$ cat src/hdl/efg_pkg.sv
package efg_pkg;
    localparam int FLAG_W  = 32;
    localparam int OP_W    = 3;
    localparam int HDL_W   = 5;
    localparam int MODE_W  = 3;
    localparam int WID_W   = 8;
    localparam int ST_W    = 3;
    localparam int SLOT_W  = 3;
    localparam int WAKE_W  = 8;

    typedef enum logic [OP_W-1:0] {
        OP_CREATE = 3'd0, OP_CLOSE = 3'd1, OP_FREE = 3'd2,
        OP_POST = 3'd3, OP_WAIT = 3'd4, OP_STATUS = 3'd5
    } t_op;

    localparam logic [MODE_W-1:0] MODE_AND   = 3'd0;
    localparam logic [MODE_W-1:0] MODE_OR    = 3'd1;
    localparam logic [MODE_W-1:0] MODE_REPL  = 3'd2;
    localparam logic [MODE_W-1:0] MODE_XOR   = 3'd3;
    localparam logic [MODE_W-1:0] WAIT_EVERY = 3'd0;
    localparam logic [MODE_W-1:0] WAIT_ANY   = 3'd1;

    localparam logic [ST_W-1:0] ST_OK      = 3'd0;
    localparam logic [ST_W-1:0] ST_ZERO    = 3'd1;
    localparam logic [ST_W-1:0] ST_NOGROUP = 3'd2;
    localparam logic [ST_W-1:0] ST_NOROOM  = 3'd3;
    localparam logic [ST_W-1:0] ST_NOTOPEN = 3'd4;
    localparam logic [ST_W-1:0] ST_BADMODE = 3'd5;

    // classified command handed from front to back
    typedef struct packed {
        logic [OP_W-1:0]   op;
        logic [HDL_W-1:0]  handle;
        logic [FLAG_W-1:0] mask;
        logic [MODE_W-1:0] mode;
        logic [WID_W-1:0]  wid;
        logic [ST_W-1:0]   pre_st;
    } t_cmd;

    typedef struct packed {
        logic [ST_W-1:0]   status;
        logic [HDL_W-1:0]  new_handle;
        logic [FLAG_W-1:0] flags_out;
        logic              satisfied;
        logic [SLOT_W-1:0] waiter_slot;
        logic [WAKE_W-1:0] wake_vector;
    } t_res;

    typedef enum logic [1:0] { S_IDLE, S_EXEC, S_OUT } t_state;
endpackage

$ cat src/hdl/efg_if.sv
interface efg_in_if;
    logic                      valid;
    logic                      ready;
    logic [efg_pkg::OP_W-1:0]   operation;
    logic [efg_pkg::HDL_W-1:0]  handle;
    logic [efg_pkg::FLAG_W-1:0] flag_mask;
    logic [efg_pkg::MODE_W-1:0] merge_mode;
    logic [efg_pkg::WID_W-1:0]  waiter_id;
    modport source (output valid, operation, handle, flag_mask, merge_mode, waiter_id,
                    input ready);
    modport sink (input valid, operation, handle, flag_mask, merge_mode, waiter_id,
                  output ready);
endinterface


$ cat src/hdl/efg_front.sv
module efg_front (
    input  logic            i_clk,
    input  logic            i_rst_n,
    efg_in_if.sink          i_in,
    output logic            o_q_valid,
    output efg_pkg::t_cmd   o_q_cmd,
    input  logic            i_q_ready
);
    import efg_pkg::*;

    logic  r_valid;
    t_cmd  r_cmd;
    t_cmd  n_cmd;

    // static classification: unknown op, handle zero
    always_comb begin
        n_cmd.op     = i_in.operation;
        n_cmd.handle = i_in.handle;
        n_cmd.mask   = i_in.flag_mask;
        n_cmd.mode   = i_in.merge_mode;
        n_cmd.wid    = i_in.waiter_id;
        priority if (i_in.operation > OP_STATUS) n_cmd.pre_st = ST_BADMODE;
        else if (i_in.operation != OP_CREATE && i_in.handle == '0) n_cmd.pre_st = ST_ZERO;
        else n_cmd.pre_st = ST_OK;
    end

    assign i_in.ready = !r_valid || i_q_ready;

    always_ff @(posedge i_clk) begin
        if (!i_rst_n) begin
            r_valid <= 1'b0;
        end else if (i_in.ready) begin
            r_valid <= i_in.valid;
        end
        if (i_in.ready && i_in.valid) begin
            r_cmd <= n_cmd;
        end
    end

    assign o_q_valid = r_valid;
    assign o_q_cmd   = r_cmd;
endmodule

$ cat src/flat_wrapper.sv
// flat-port wrapper written by rule: the top's interface ports become plain ports
module efg_front_flat import efg_pkg::*;
  (i_clk, i_rst_n, o_q_valid, o_q_cmd, i_q_ready, i_in_valid, i_in_operation, i_in_handle, i_in_flag_mask, i_in_merge_mode, i_in_waiter_id, i_in_ready);
  efg_in_if i_in_i ();
  input  logic i_clk;
  input  logic i_rst_n;
  output logic o_q_valid;
  output efg_pkg::t_cmd o_q_cmd;
  input  logic i_q_ready;
  input wire logic [$bits(i_in_i.valid)-1:0] i_in_valid;
  input wire logic [$bits(i_in_i.operation)-1:0] i_in_operation;
  input wire logic [$bits(i_in_i.handle)-1:0] i_in_handle;
  input wire logic [$bits(i_in_i.flag_mask)-1:0] i_in_flag_mask;
  input wire logic [$bits(i_in_i.merge_mode)-1:0] i_in_merge_mode;
  input wire logic [$bits(i_in_i.waiter_id)-1:0] i_in_waiter_id;
  output wire logic [$bits(i_in_i.ready)-1:0] i_in_ready;
  assign i_in_i.valid = i_in_valid;
  assign i_in_i.operation = i_in_operation;
  assign i_in_i.handle = i_in_handle;
  assign i_in_i.flag_mask = i_in_flag_mask;
  assign i_in_i.merge_mode = i_in_merge_mode;
  assign i_in_i.waiter_id = i_in_waiter_id;
  assign i_in_ready = i_in_i.ready;
  efg_front u_core (.i_clk(i_clk), .i_rst_n(i_rst_n), .i_in(i_in_i), .o_q_valid(o_q_valid), .o_q_cmd(o_q_cmd), .i_q_ready(i_q_ready));
endmodule
$ cat config.mk
export PLATFORM = sky130hd
export DESIGN_NAME = efg_front_flat
export DESIGN_NICKNAME = d
export VERILOG_FILES = /design/src/hdl/efg_pkg.sv /design/src/hdl/efg_if.sv /design/src/hdl/efg_front.sv /design/src/flat_wrapper.sv
export SDC_FILE = /design/constraint.sdc
export NUM_CORES = 1
export LEC_CHECK = 0
export BUFFER_PORTS_ARGS = -buffer_cell sky130_fd_sc_hd__buf_2
export CORE_ASPECT_RATIO = 2
export CORE_MARGIN = 3
export CORE_UTILIZATION = 46
export CTS_BUF_LIST = sky130_fd_sc_hd__clkbuf_4 sky130_fd_sc_hd__clkbuf_8
export DETAILED_ROUTE_END_ITERATION = 10
export PLACE_DENSITY = 0.95
export SYNTH_ARGS = -nofsm -noshare
export SYNTH_HDL_FRONTEND = slang
export SYNTH_SLANG_ARGS = --single-unit
$ cat constraint.sdc
create_clock -name i_clk -period 3.5 [get_ports i_clk]
set_input_delay 0.7 -clock i_clk [delete_from_list [all_inputs] [get_ports i_clk]]
set_output_delay 0.7 -clock i_clk [all_outputs]
set_load 0.02 [all_outputs]
==> results.sh, run 1 <==
export IMPL_synth_common_cells="edfxtp_1, a21oi_1, and2_1, inv_1"
export IMPL_cts_resized=0
export IMPL_crit_path_end_kind="flop"
export IMPL_ys_seq_area_frac=0.9548
export IMPL_netlist_area_um2=1688
export IMPL_muxShareOfSynthArea=0
export IMPL_gr_usage_all_layers=0.1760
export IMPL_drt_total_wl_um=3739
export IMPL_grt_max_degree=30
export IMPL_postRouteAntennaNets=0
export IMPL_period_needed_ns=1.954
export IMPL_synth_simple_area_share=0.01927
export IMPL_power_density_nw_per_um2=561.1
export IMPL_final_seq_area_um2=1612
export IMPL_synth_top_family_by_area="simple AND/OR/NAND/NOR gates"
export IMPL_grt_pass1_wl_um=5678
export IMPL_cts_buffers=5
export IMPL_stdcell_count=232
export IMPL_worstMarginPinSlew_ns=0.6042
export IMPL_drtIter0Drc=13
export IMPL_vias_per_cell=4.573
export IMPL_yosys_area_share_adder=0
export IMPL_hp_class="primary input to flop"
export IMPL_die_area_um2=4476
export IMPL_finalWeightedCongestion=0.7373
export IMPL_p_leak_nw=1.052
export IMPL_vias=1061
export IMPL_drive_gt1_frac=0.6467
export IMPL_cpPeakStageDelay_ns=0.56
export IMPL_die_w_um=48.83
export IMPL_place_inst=224
export IMPL_finClkSkew_ns=0.005648
export IMPL_num_antenna_cells=0
export IMPL_outcome="finished, final reports clean"
export IMPL_hold_viol_final=0
export IMPL_syn_to_final_growth_pct=43.81
export IMPL_nFillCells=244
export IMPL_synth_xor_area_share=0
export IMPL_overflow=0
export IMPL_multiInputGateArea_um2=62.56
export IMPL_port_buffers=109
export IMPL_start_util=0.4888
export IMPL_slowest_stage="and2_2"
export IMPL_rows=30
export IMPL_relSlewSlack=0.5972
export IMPL_cts_sinks=54
export IMPL_peakVddDrop_mv=0.6507
export IMPL_cts_tree="built"
export IMPL_cts_setup_buffers=0
export IMPL_crit_type="primary input to flop"
export IMPL_ys_types=12
export IMPL_num_nets_final=238
export IMPL_path_cells="buf_2 -> nand2b_1 -> and2_2 -> buf_4"
export IMPL_max_freq_mhz=511.6
export IMPL_dp_final_hpwl_um=2896
export IMPL_synth_edf_count=53
export IMPL_worstSetupStartpointType="primary input"
export IMPL_ys_async_sr_fraction=0
export IMPL_max_cap_violations=0
export IMPL_core_region_area_um2=3453
export IMPL_avgSynthCellArea_um2=25.19
export IMPL_synth_compound_area_frac=0.01483
export IMPL_clock_latency_ns=0.29
export IMPL_final_period_utilization=0.5584
export IMPL_grt_pass1_vias=1139
export IMPL_synth_nets=122
export IMPL_htree_levels=2
export IMPL_power_mw=1.362
export IMPL_slew_violations=0
export IMPL_ys_top_cells_by_area="edfxtp_1, dfxtp_1, and2_1"
export IMPL_clk_pin_slew_ns=0.09
export IMPL_num_io_pins=111
export IMPL_fin_hold_ws_ns=0.5754
export IMPL_worstPathMaxFanout=29
export IMPL_setup_tns_ns=0
export IMPL_synthMostInstantiatedCell="edfxtp_1"
export IMPL_root_buffer="clkbuf_8"
export IMPL_setup_viol_count_final=0
export IMPL_dr_pass1_iters=4
export IMPL_yosysTopAreaCell="edfxtp_1"
export IMPL_final_util=0.7029
export IMPL_rsz0062_at_grt="false"
export IMPL_synth_warnings=0
export IMPL_synth_seq_cells=54
export IMPL_cp_required_ns=3.47
export IMPL_cts_hold_buf=0
export IMPL_crit_arrival_ns=1.92
export IMPL_antenna_found_initial=0
export IMPL_clock_path_buffers=2
export IMPL_post_route_drc_count=0
export IMPL_wl_per_cell_um=16.12
export IMPL_dieHeight_um=91.67
export IMPL_synth_ff_type="edfxtp_1"
export IMPL_syn_inst=67
export IMPL_netlist_area_leader_share=0.9429
==> cells by family after synthesis <==
| group | after synthesis |
|---|---|
| buf+inv | 3 |
| flops | 54 |
| compound gates | 4 |
| other cells | 1 |
| simple gates | 5 |
==> routing by layer <==
layer / GRT usage / part of all wire / wire length, um
met3: 0.07317 / 0.11 / 415
met4: 0.09501 / 0.041 / 155
met5: 0 / 0 / 0
met1: 0.1609 / 0.29 / 1083
met2: 0.3170 / 0.56 / 2084
==> cells in the final DEF (no fill, tap or decap) <==
cell,Yosys,routed
o211ai_1,1,1
and2_1,2,1
inv_1,2,2
clkinv_1,0,1
nand2b_1,1,1
dfxtp_1,1,1
and2_2,0,1
bufinv_16,0,2
clkbuf_8,0,5
buf_2,0,109
a21boi_0,1,1
edfxtp_1,53,53
nor3_2,1,1
buf_4,1,1
conb_1,1,1
nor2_1,1,1
a21oi_1,2,2
==> power breakdown <==
group	total, mW	internal, mW	switching (mW)
clock network	0.461	0.283	0.178
registers	0.764	0.755	0.00912
logic	0.138	0.0480	0.0896
==> worst max-delay path, delay by kind of cell <==
| family | cells | cell delay [ns] |
|---|---|---|
| buffers and inverters | 2 | 0.50 |
| and+or+nand+nor | 2 | 0.70 |
==> final timing paths <==
kind                                          from            endpoint  slack (ns)  cells past startpoint
worst max register to register    u_core.o_q_valid  u_core.o_q_cmd[47]        1.75                      3
worst min register to register    u_core.o_q_valid    u_core.o_q_valid        0.60                      2
worst min-delay path            i_in_flag_mask[24]  u_core.o_q_cmd[38]        0.58                      1
worst max-delay path                     i_q_ready  u_core.o_q_cmd[47]        1.55                      4
==> state kept, by name, summed over array words and instances, names as in the netlist <==
register          cells
u_core.o_q_cmd       53
u_core.o_q_valid      1
==> through the flow <==
step	setup slack, ns	instance area (um^2)
after global placement	1.317	2295
final	1.546	2427
after global routing	1.408	2427
after CTS	1.541	2427
after detailed placement	1.233	2295
after floorplan	0.8289	1688
==> cell type report <==
type | instances | share of cell area
Sequential cell | 54 | 0.6639
Timing Repair Buffer | 110 | 0.2278
Clock buffer | 5 | 0.02835
Clock inverter | 3 | 0.02629
Multi-Input combinational cell | 10 | 0.02577
Tap cell | 48 | 0.02474
Inverter | 2 | 0.003093
Power figures use the tool's default switching activity.
==> run 2: changes to the inputs <==
--- a/config.mk
+++ b/config.mk
@@ -8,10 +8,10 @@
 export BUFFER_PORTS_ARGS = -buffer_cell sky130_fd_sc_hd__buf_2
 export CORE_ASPECT_RATIO = 2
 export CORE_MARGIN = 3
-export CORE_UTILIZATION = 46
+export CORE_UTILIZATION = 43
 export CTS_BUF_LIST = sky130_fd_sc_hd__clkbuf_4 sky130_fd_sc_hd__clkbuf_8
 export DETAILED_ROUTE_END_ITERATION = 10
-export PLACE_DENSITY = 0.95
+export PLACE_DENSITY = 0.93
 export SYNTH_ARGS = -nofsm -noshare
 export SYNTH_HDL_FRONTEND = slang
 export SYNTH_SLANG_ARGS = --single-unit
==> constraint.sdc (replaced) <==
create_clock -name i_clk -period 1.9 [get_ports i_clk]
set_input_delay 0.38 -clock i_clk [delete_from_list [all_inputs] [get_ports i_clk]]
set_output_delay 0.38 -clock i_clk [all_outputs]
set_load 0.02 [all_outputs]
==> run 2 against run 1 <==
Worst hold slack worse by 0.31 ns. Die area up 6.3%. Combinational power up 86%. Final area down 0.88%. Largest power group unchanged.
==> results.sh, run 2 (synthesis results as in run 1) <==
export IMPL_setup_tns_ns=0
export IMPL_cts_hold_buf=0
export IMPL_setup_slack_ns=0.6411
export IMPL_drive_gt1_frac=0.6522
export IMPL_cts_setup_buffers=0
export IMPL_antenna_found_initial=0
export IMPL_post_route_drc_count=0
export IMPL_worst_path_buf_inv=1
export IMPL_start_util=0.4581
export IMPL_worstPathMaxFanout=3
export IMPL_power_switching_mw=0.4855
export IMPL_vias=1013
export IMPL_period_needed_ns=1.259
export IMPL_finalWeightedCongestion=0.7297
export IMPL_seq_power_share=0.613
export IMPL_multiInputGateArea_um2=62.56
export IMPL_slowest_stage="dfxtp_1"
export IMPL_cts_tree="built"
export IMPL_clockPowerShare=0.275
export IMPL_drtIter0Drc=15
export IMPL_root_buffer="clkbuf_8"
export IMPL_core_region_area_um2=3685
export IMPL_dr_pass1_iters=4
export IMPL_postRouteAntennaNets=0
export IMPL_layout_commonest_cell="buf_2"
export IMPL_syn_to_final_growth_pct=42.55
export IMPL_worstSetupStartpointType="flop"
export IMPL_finClkSkew_ns=0.004610
export IMPL_wl_per_cell_um=15.21
export IMPL_setup_viol_count_final=0
export IMPL_postPlaceCellArea_um2=2308
export IMPL_cts_buffers=5
export IMPL_power_internal_mw=1.807
export IMPL_place_ws_ns=0.5438
export IMPL_place_inst=225
export IMPL_num_nets_final=238
export IMPL_drt_total_wl_um=3543
export IMPL_clock_path_buffers=2
export IMPL_final_seq_area_um2=1612
export IMPL_vias_per_cell=4.348
export IMPL_p_comb_frac=0.112
export IMPL_p_leak_nw=1.043
export IMPL_clock_latency_ns=0.28
export IMPL_rows=31
export IMPL_die_area_um2=4758
export IMPL_crit_family="flip-flops"
export IMPL_crit_path_end_kind="primary output"
export IMPL_crit_arrival_ns=0.88
export IMPL_stdcell_count=233
export IMPL_gr_usage_all_layers=0.1506
export IMPL_peakVddDrop_mv=0.6319
export IMPL_cp_required_ns=1.52
export IMPL_overflow=0
export IMPL_rsz0062_at_grt="false"
export IMPL_crit_type="flop to primary output"
export IMPL_hold_viol_final=0
export IMPL_final_period_utilization=0.6626
export IMPL_final_cell_area_um2=2406
export IMPL_port_buffers=109
export IMPL_die_w_um=50.30
export IMPL_grt_pass1_wl_um=5043
export IMPL_grt_max_degree=54
export IMPL_num_antenna_cells=0
export IMPL_num_io_pins=111
export IMPL_cpPeakStageDelay_ns=0.32
export IMPL_path_cells="nand2b_1 -> buf_2"
export IMPL_nFillCells=281
export IMPL_power_density_nw_per_um2=953.0
export IMPL_sw_frac_of_total=0.2118
export IMPL_max_cap_violations=0
export IMPL_dieHeight_um=94.60
export IMPL_htree_levels=2
export IMPL_cts_resized=0
export IMPL_outcome="finished, final reports clean"
export IMPL_power_mw=2.293
export IMPL_max_freq_mhz=794.3
export IMPL_largest_reg_flops=53
export IMPL_cts_sinks=54
export IMPL_grt_pass1_vias=982
export IMPL_most_common_layout_cells="buf_2, edfxtp_1, clkbuf_8"
export IMPL_slew_violations=0
export IMPL_hp_class="primary input to flop"
export IMPL_clk_pin_slew_ns=0.08
[run 2: cell count changes in the layout (fill, tap and decap cells not counted)]
| cell | previous run | this run |
|---|---|---|
| buf_12 | 0 | 1 |
| buf_4 | 1 | 0 |
| bufinv_16 | 2 | 0 |
| clkbuf_4 | 0 | 2 |
| clkbuf_8 | 5 | 6 |
| clkinv_1 | 1 | 0 |
[run 2: metal layers]
layer | GRT usage | wire length, um | vias to the layer above
met4 | 0.06742 | 32 | 0
met5 | 0 | 0 | -
li1 | - | - | 491
met1 | 0.1559 | 1156 | 466
met2 | 0.2707 | 2045 | 54
met3 | 0.04739 | 309 | 2
[run 2: per-stage QoR]
step,hold WS [ns],util
floorplan,0.4789,-
detailed placement,0.5363,0.6265
global placement,0.4998,0.6265
finish,0.2614,0.6530
global route,0.2406,0.6530
CTS,0.2517,0.6530
[run 2: layout make-up]
cell class / instances / area share
Inverter: 2 / 0.003120
Sequential cell: 54 / 0.6698
Tap cell: 49 / 0.02548
Clock buffer: 8 / 0.04056
Timing Repair Buffer: 110 / 0.2350
Multi-Input combinational cell: 10 / 0.02600
[run 2: worst paths after layout]
path	startpoint	endpoint	slack, ns	cells past startpoint
max reg2reg	u_core.o_q_valid	u_core.o_q_cmd[8]	0.71	3
max	u_core.o_q_valid	i_in_ready	0.64	2
min reg2reg	u_core.o_q_valid	u_core.o_q_valid	0.55	2
min	i_in_flag_mask[12]	u_core.o_q_cmd[26]	0.26	1
[run 2: power by group through the flow]
| stage | Combinational (mW) | Sequential, mW | Clock [mW] |
|---|---|---|---|
| finish | 0.257 | 1.41 | 0.631 |
| global route | 0.273 | 1.41 | 0.706 |
| CTS | 0.259 | 1.41 | 0.651 |
| detailed placement | 0.259 | 1.43 | 0 |
| global placement | 0.251 | 1.43 | 0 |
| floorplan | 0.0317 | 1.53 | 0 |
==> run 3: changes to the inputs <==
==> constraint.sdc (replaced) <==
create_clock -name i_clk -period 1.25 [get_ports i_clk]
set_input_delay 0.25 -clock i_clk [delete_from_list [all_inputs] [get_ports i_clk]]
set_output_delay 0.25 -clock i_clk [all_outputs]
set_load 0.02 [all_outputs]
==> run 3 against run 2 <==
Worst hold slack lost 0.13 ns. Global-route usage shrank 0.24 points. Final area rose by 1.9%. Critical path type is now flop to flop.
==> results.sh, run 3 (synthesis results as in run 1) <==
export IMPL_outcome="finished, final reports clean"
export IMPL_finalWeightedCongestion=0.7093
export IMPL_sw_frac_of_total=0.2076
export IMPL_core_region_area_um2=3685
export IMPL_num_io_pins=111
export IMPL_hold_viol_final=0
export IMPL_p_leak_nw=1.064
export IMPL_crit_path_end_kind="flop"
export IMPL_place_inst=227
export IMPL_vias_per_cell=4.470
export IMPL_cts_resized=0
export IMPL_min_delay_start="i_in_flag_mask[12]"
export IMPL_largest_reg_flops=53
export IMPL_max_freq_mhz=893.4
export IMPL_topRoutingLayerUsed="met4"
export IMPL_vias=1046
export IMPL_max_cap_violations=0
export IMPL_cts_setup_buffers=0
export IMPL_path_cells="nand2b_4 -> and2_4 -> buf_4"
export IMPL_drt_met1_wl_um=1079
export IMPL_worst_path_buf_inv=1
export IMPL_met3WireLength_um=372
export IMPL_layout_commonest_cell="buf_2"
export IMPL_most_common_layout_cells="buf_2, edfxtp_1, clkbuf_8"
export IMPL_slowest_stage="dfxtp_4"
export IMPL_cts_tree="built"
export IMPL_setup_viol_count_final=0
export IMPL_drive_gt1_frac=0.6595
export IMPL_wl_per_cell_um=14.53
export IMPL_power_internal_mw=2.843
export IMPL_drtIter0Drc=20
export IMPL_dr_pass1_iters=4
export IMPL_dr_wl_met2_um=1860
export IMPL_grt_pass1_wl_um=4961
export IMPL_final_period_utilization=0.8954
export IMPL_crit_family="flip-flops"
export IMPL_port_buffers=109
export IMPL_clock_latency_ns=0.29
export IMPL_clockPowerShare=0.292
export IMPL_syn_to_final_growth_pct=45.22
export IMPL_cts_buffers=5
export IMPL_die_area_um2=4758
export IMPL_rsz0062_at_grt="false"
export IMPL_seq_power_share=0.595
export IMPL_clock_path_buffers=2
export IMPL_period_needed_ns=1.119
export IMPL_cp_required_ns=1.25
export IMPL_worstPathMaxFanout=9
export IMPL_final_cell_area_um2=2451
export IMPL_cp_startpoint="u_core.o_q_valid"
export IMPL_clk_pin_slew_ns=0.09
export IMPL_cts_sinks=54
export IMPL_dp_final_hpwl_um=2843
export IMPL_postRouteAntennaNets=0
export IMPL_final_util=0.6652
export IMPL_finClkSkew_ns=0.005613
export IMPL_start_util=0.4581
export IMPL_cts_hold_buf=0
export IMPL_power_density_nw_per_um2=1464
export IMPL_num_antenna_cells=0
export IMPL_antenna_found_initial=0
export IMPL_rows=31
export IMPL_num_nets_final=240
export IMPL_root_buffer="clkbuf_8"
export IMPL_worstSetupStartpointType="flop"
export IMPL_postPlaceCellArea_um2=2349
export IMPL_stdcell_count=234
export IMPL_die_w_um=50.30
export IMPL_power_switching_mw=0.7451
export IMPL_grt_pass1_vias=1058
export IMPL_grt_max_degree=22
export IMPL_cpPeakStageDelay_ns=0.36
export IMPL_crit_type="flop to flop"
export IMPL_crit_arrival_ns=1.12
export IMPL_timing_rr_start="u_core.o_q_valid"
export IMPL_drt_total_wl_um=3400
export IMPL_hp_class="primary input to flop"
export IMPL_overflow=0
export IMPL_post_route_drc_count=0
export IMPL_peakVddDrop_mv=1.034
export IMPL_gr_usage_all_layers=0.1481
export IMPL_dieHeight_um=94.60
export IMPL_htree_levels=2
export IMPL_slew_violations=0
export IMPL_setup_tns_ns=0
export IMPL_p_comb_frac=0.113
export IMPL_fin_hold_ws_ns=0.1283
==> run 3: changes by cell type in the layout (fill, tap and decap cells not counted), sizes merged <==
cell,change
clkbuf,-3
buf,+2
bufinv,+1
clkinv,+1
==> run 3: final cells by class <==
| cell class | count | area [um^2] |
|---|---|---|
| clock inverters | 2 | 33.78 |
| repair buffers | 112 | 593.1 |
| inverters | 2 | 7.507 |
| flip-flops and latches | 54 | 1615 |
| well taps | 49 | 61.31 |
| clock buffers | 5 | 68.82 |
| multi-input cells | 10 | 71.32 |
| fillers | 262 | 1234 |
==> run 3: final timing paths <==
| path | end | depth (start not counted) | slack [ns] |
|---|---|---|---|
| setup / recovery | u_core.o_q_cmd[22] | 3 | 0.13 |
| hold / removal | u_core.o_q_cmd[26] | 1 | 0.13 |
| setup reg to reg | u_core.o_q_cmd[22] | 3 | 0.13 |
| hold reg to reg | u_core.o_q_valid | 2 | 0.52 |
==> run 3: stage by stage <==
| step | power (mW) | setup slack (ns) |
|---|---|---|
| global route | 3.746 | 0.08439 |
| CTS | 3.628 | 0.1153 |
| floorplan | 2.370 | -0.07215 |
| finish | 3.588 | 0.1307 |
| detailed placement | 2.587 | 0.08901 |
| global placement | 2.575 | 0.1066 |
==> run 3: power by group through the flow <==
stage | sequential, mW | combinational (mW) | clock [mW]
after floorplan | 2.32 | 0.0516 | 0
after global placement | 2.17 | 0.401 | 0
after detailed placement | 2.18 | 0.410 | 0
after CTS | 2.14 | 0.410 | 1.08
after global routing | 2.14 | 0.430 | 1.17
final | 2.13 | 0.404 | 1.05
==> run 3: worst register-to-register path, delay by kind of cell, from the launching register on <==
family	cells	cell delay (ns)
buf+inv	1	0.19
flops	1	0.36
simple gates	2	0.28
==> run 3: routing by layer <==
layer | vias to the layer above | GRT usage
li1 | 494 | -
met1 | 479 | 0.1468
met2 | 65 | 0.2478
met3 | 8 | 0.06477
met4 | 0 | 0.09213
met5 | - | 0
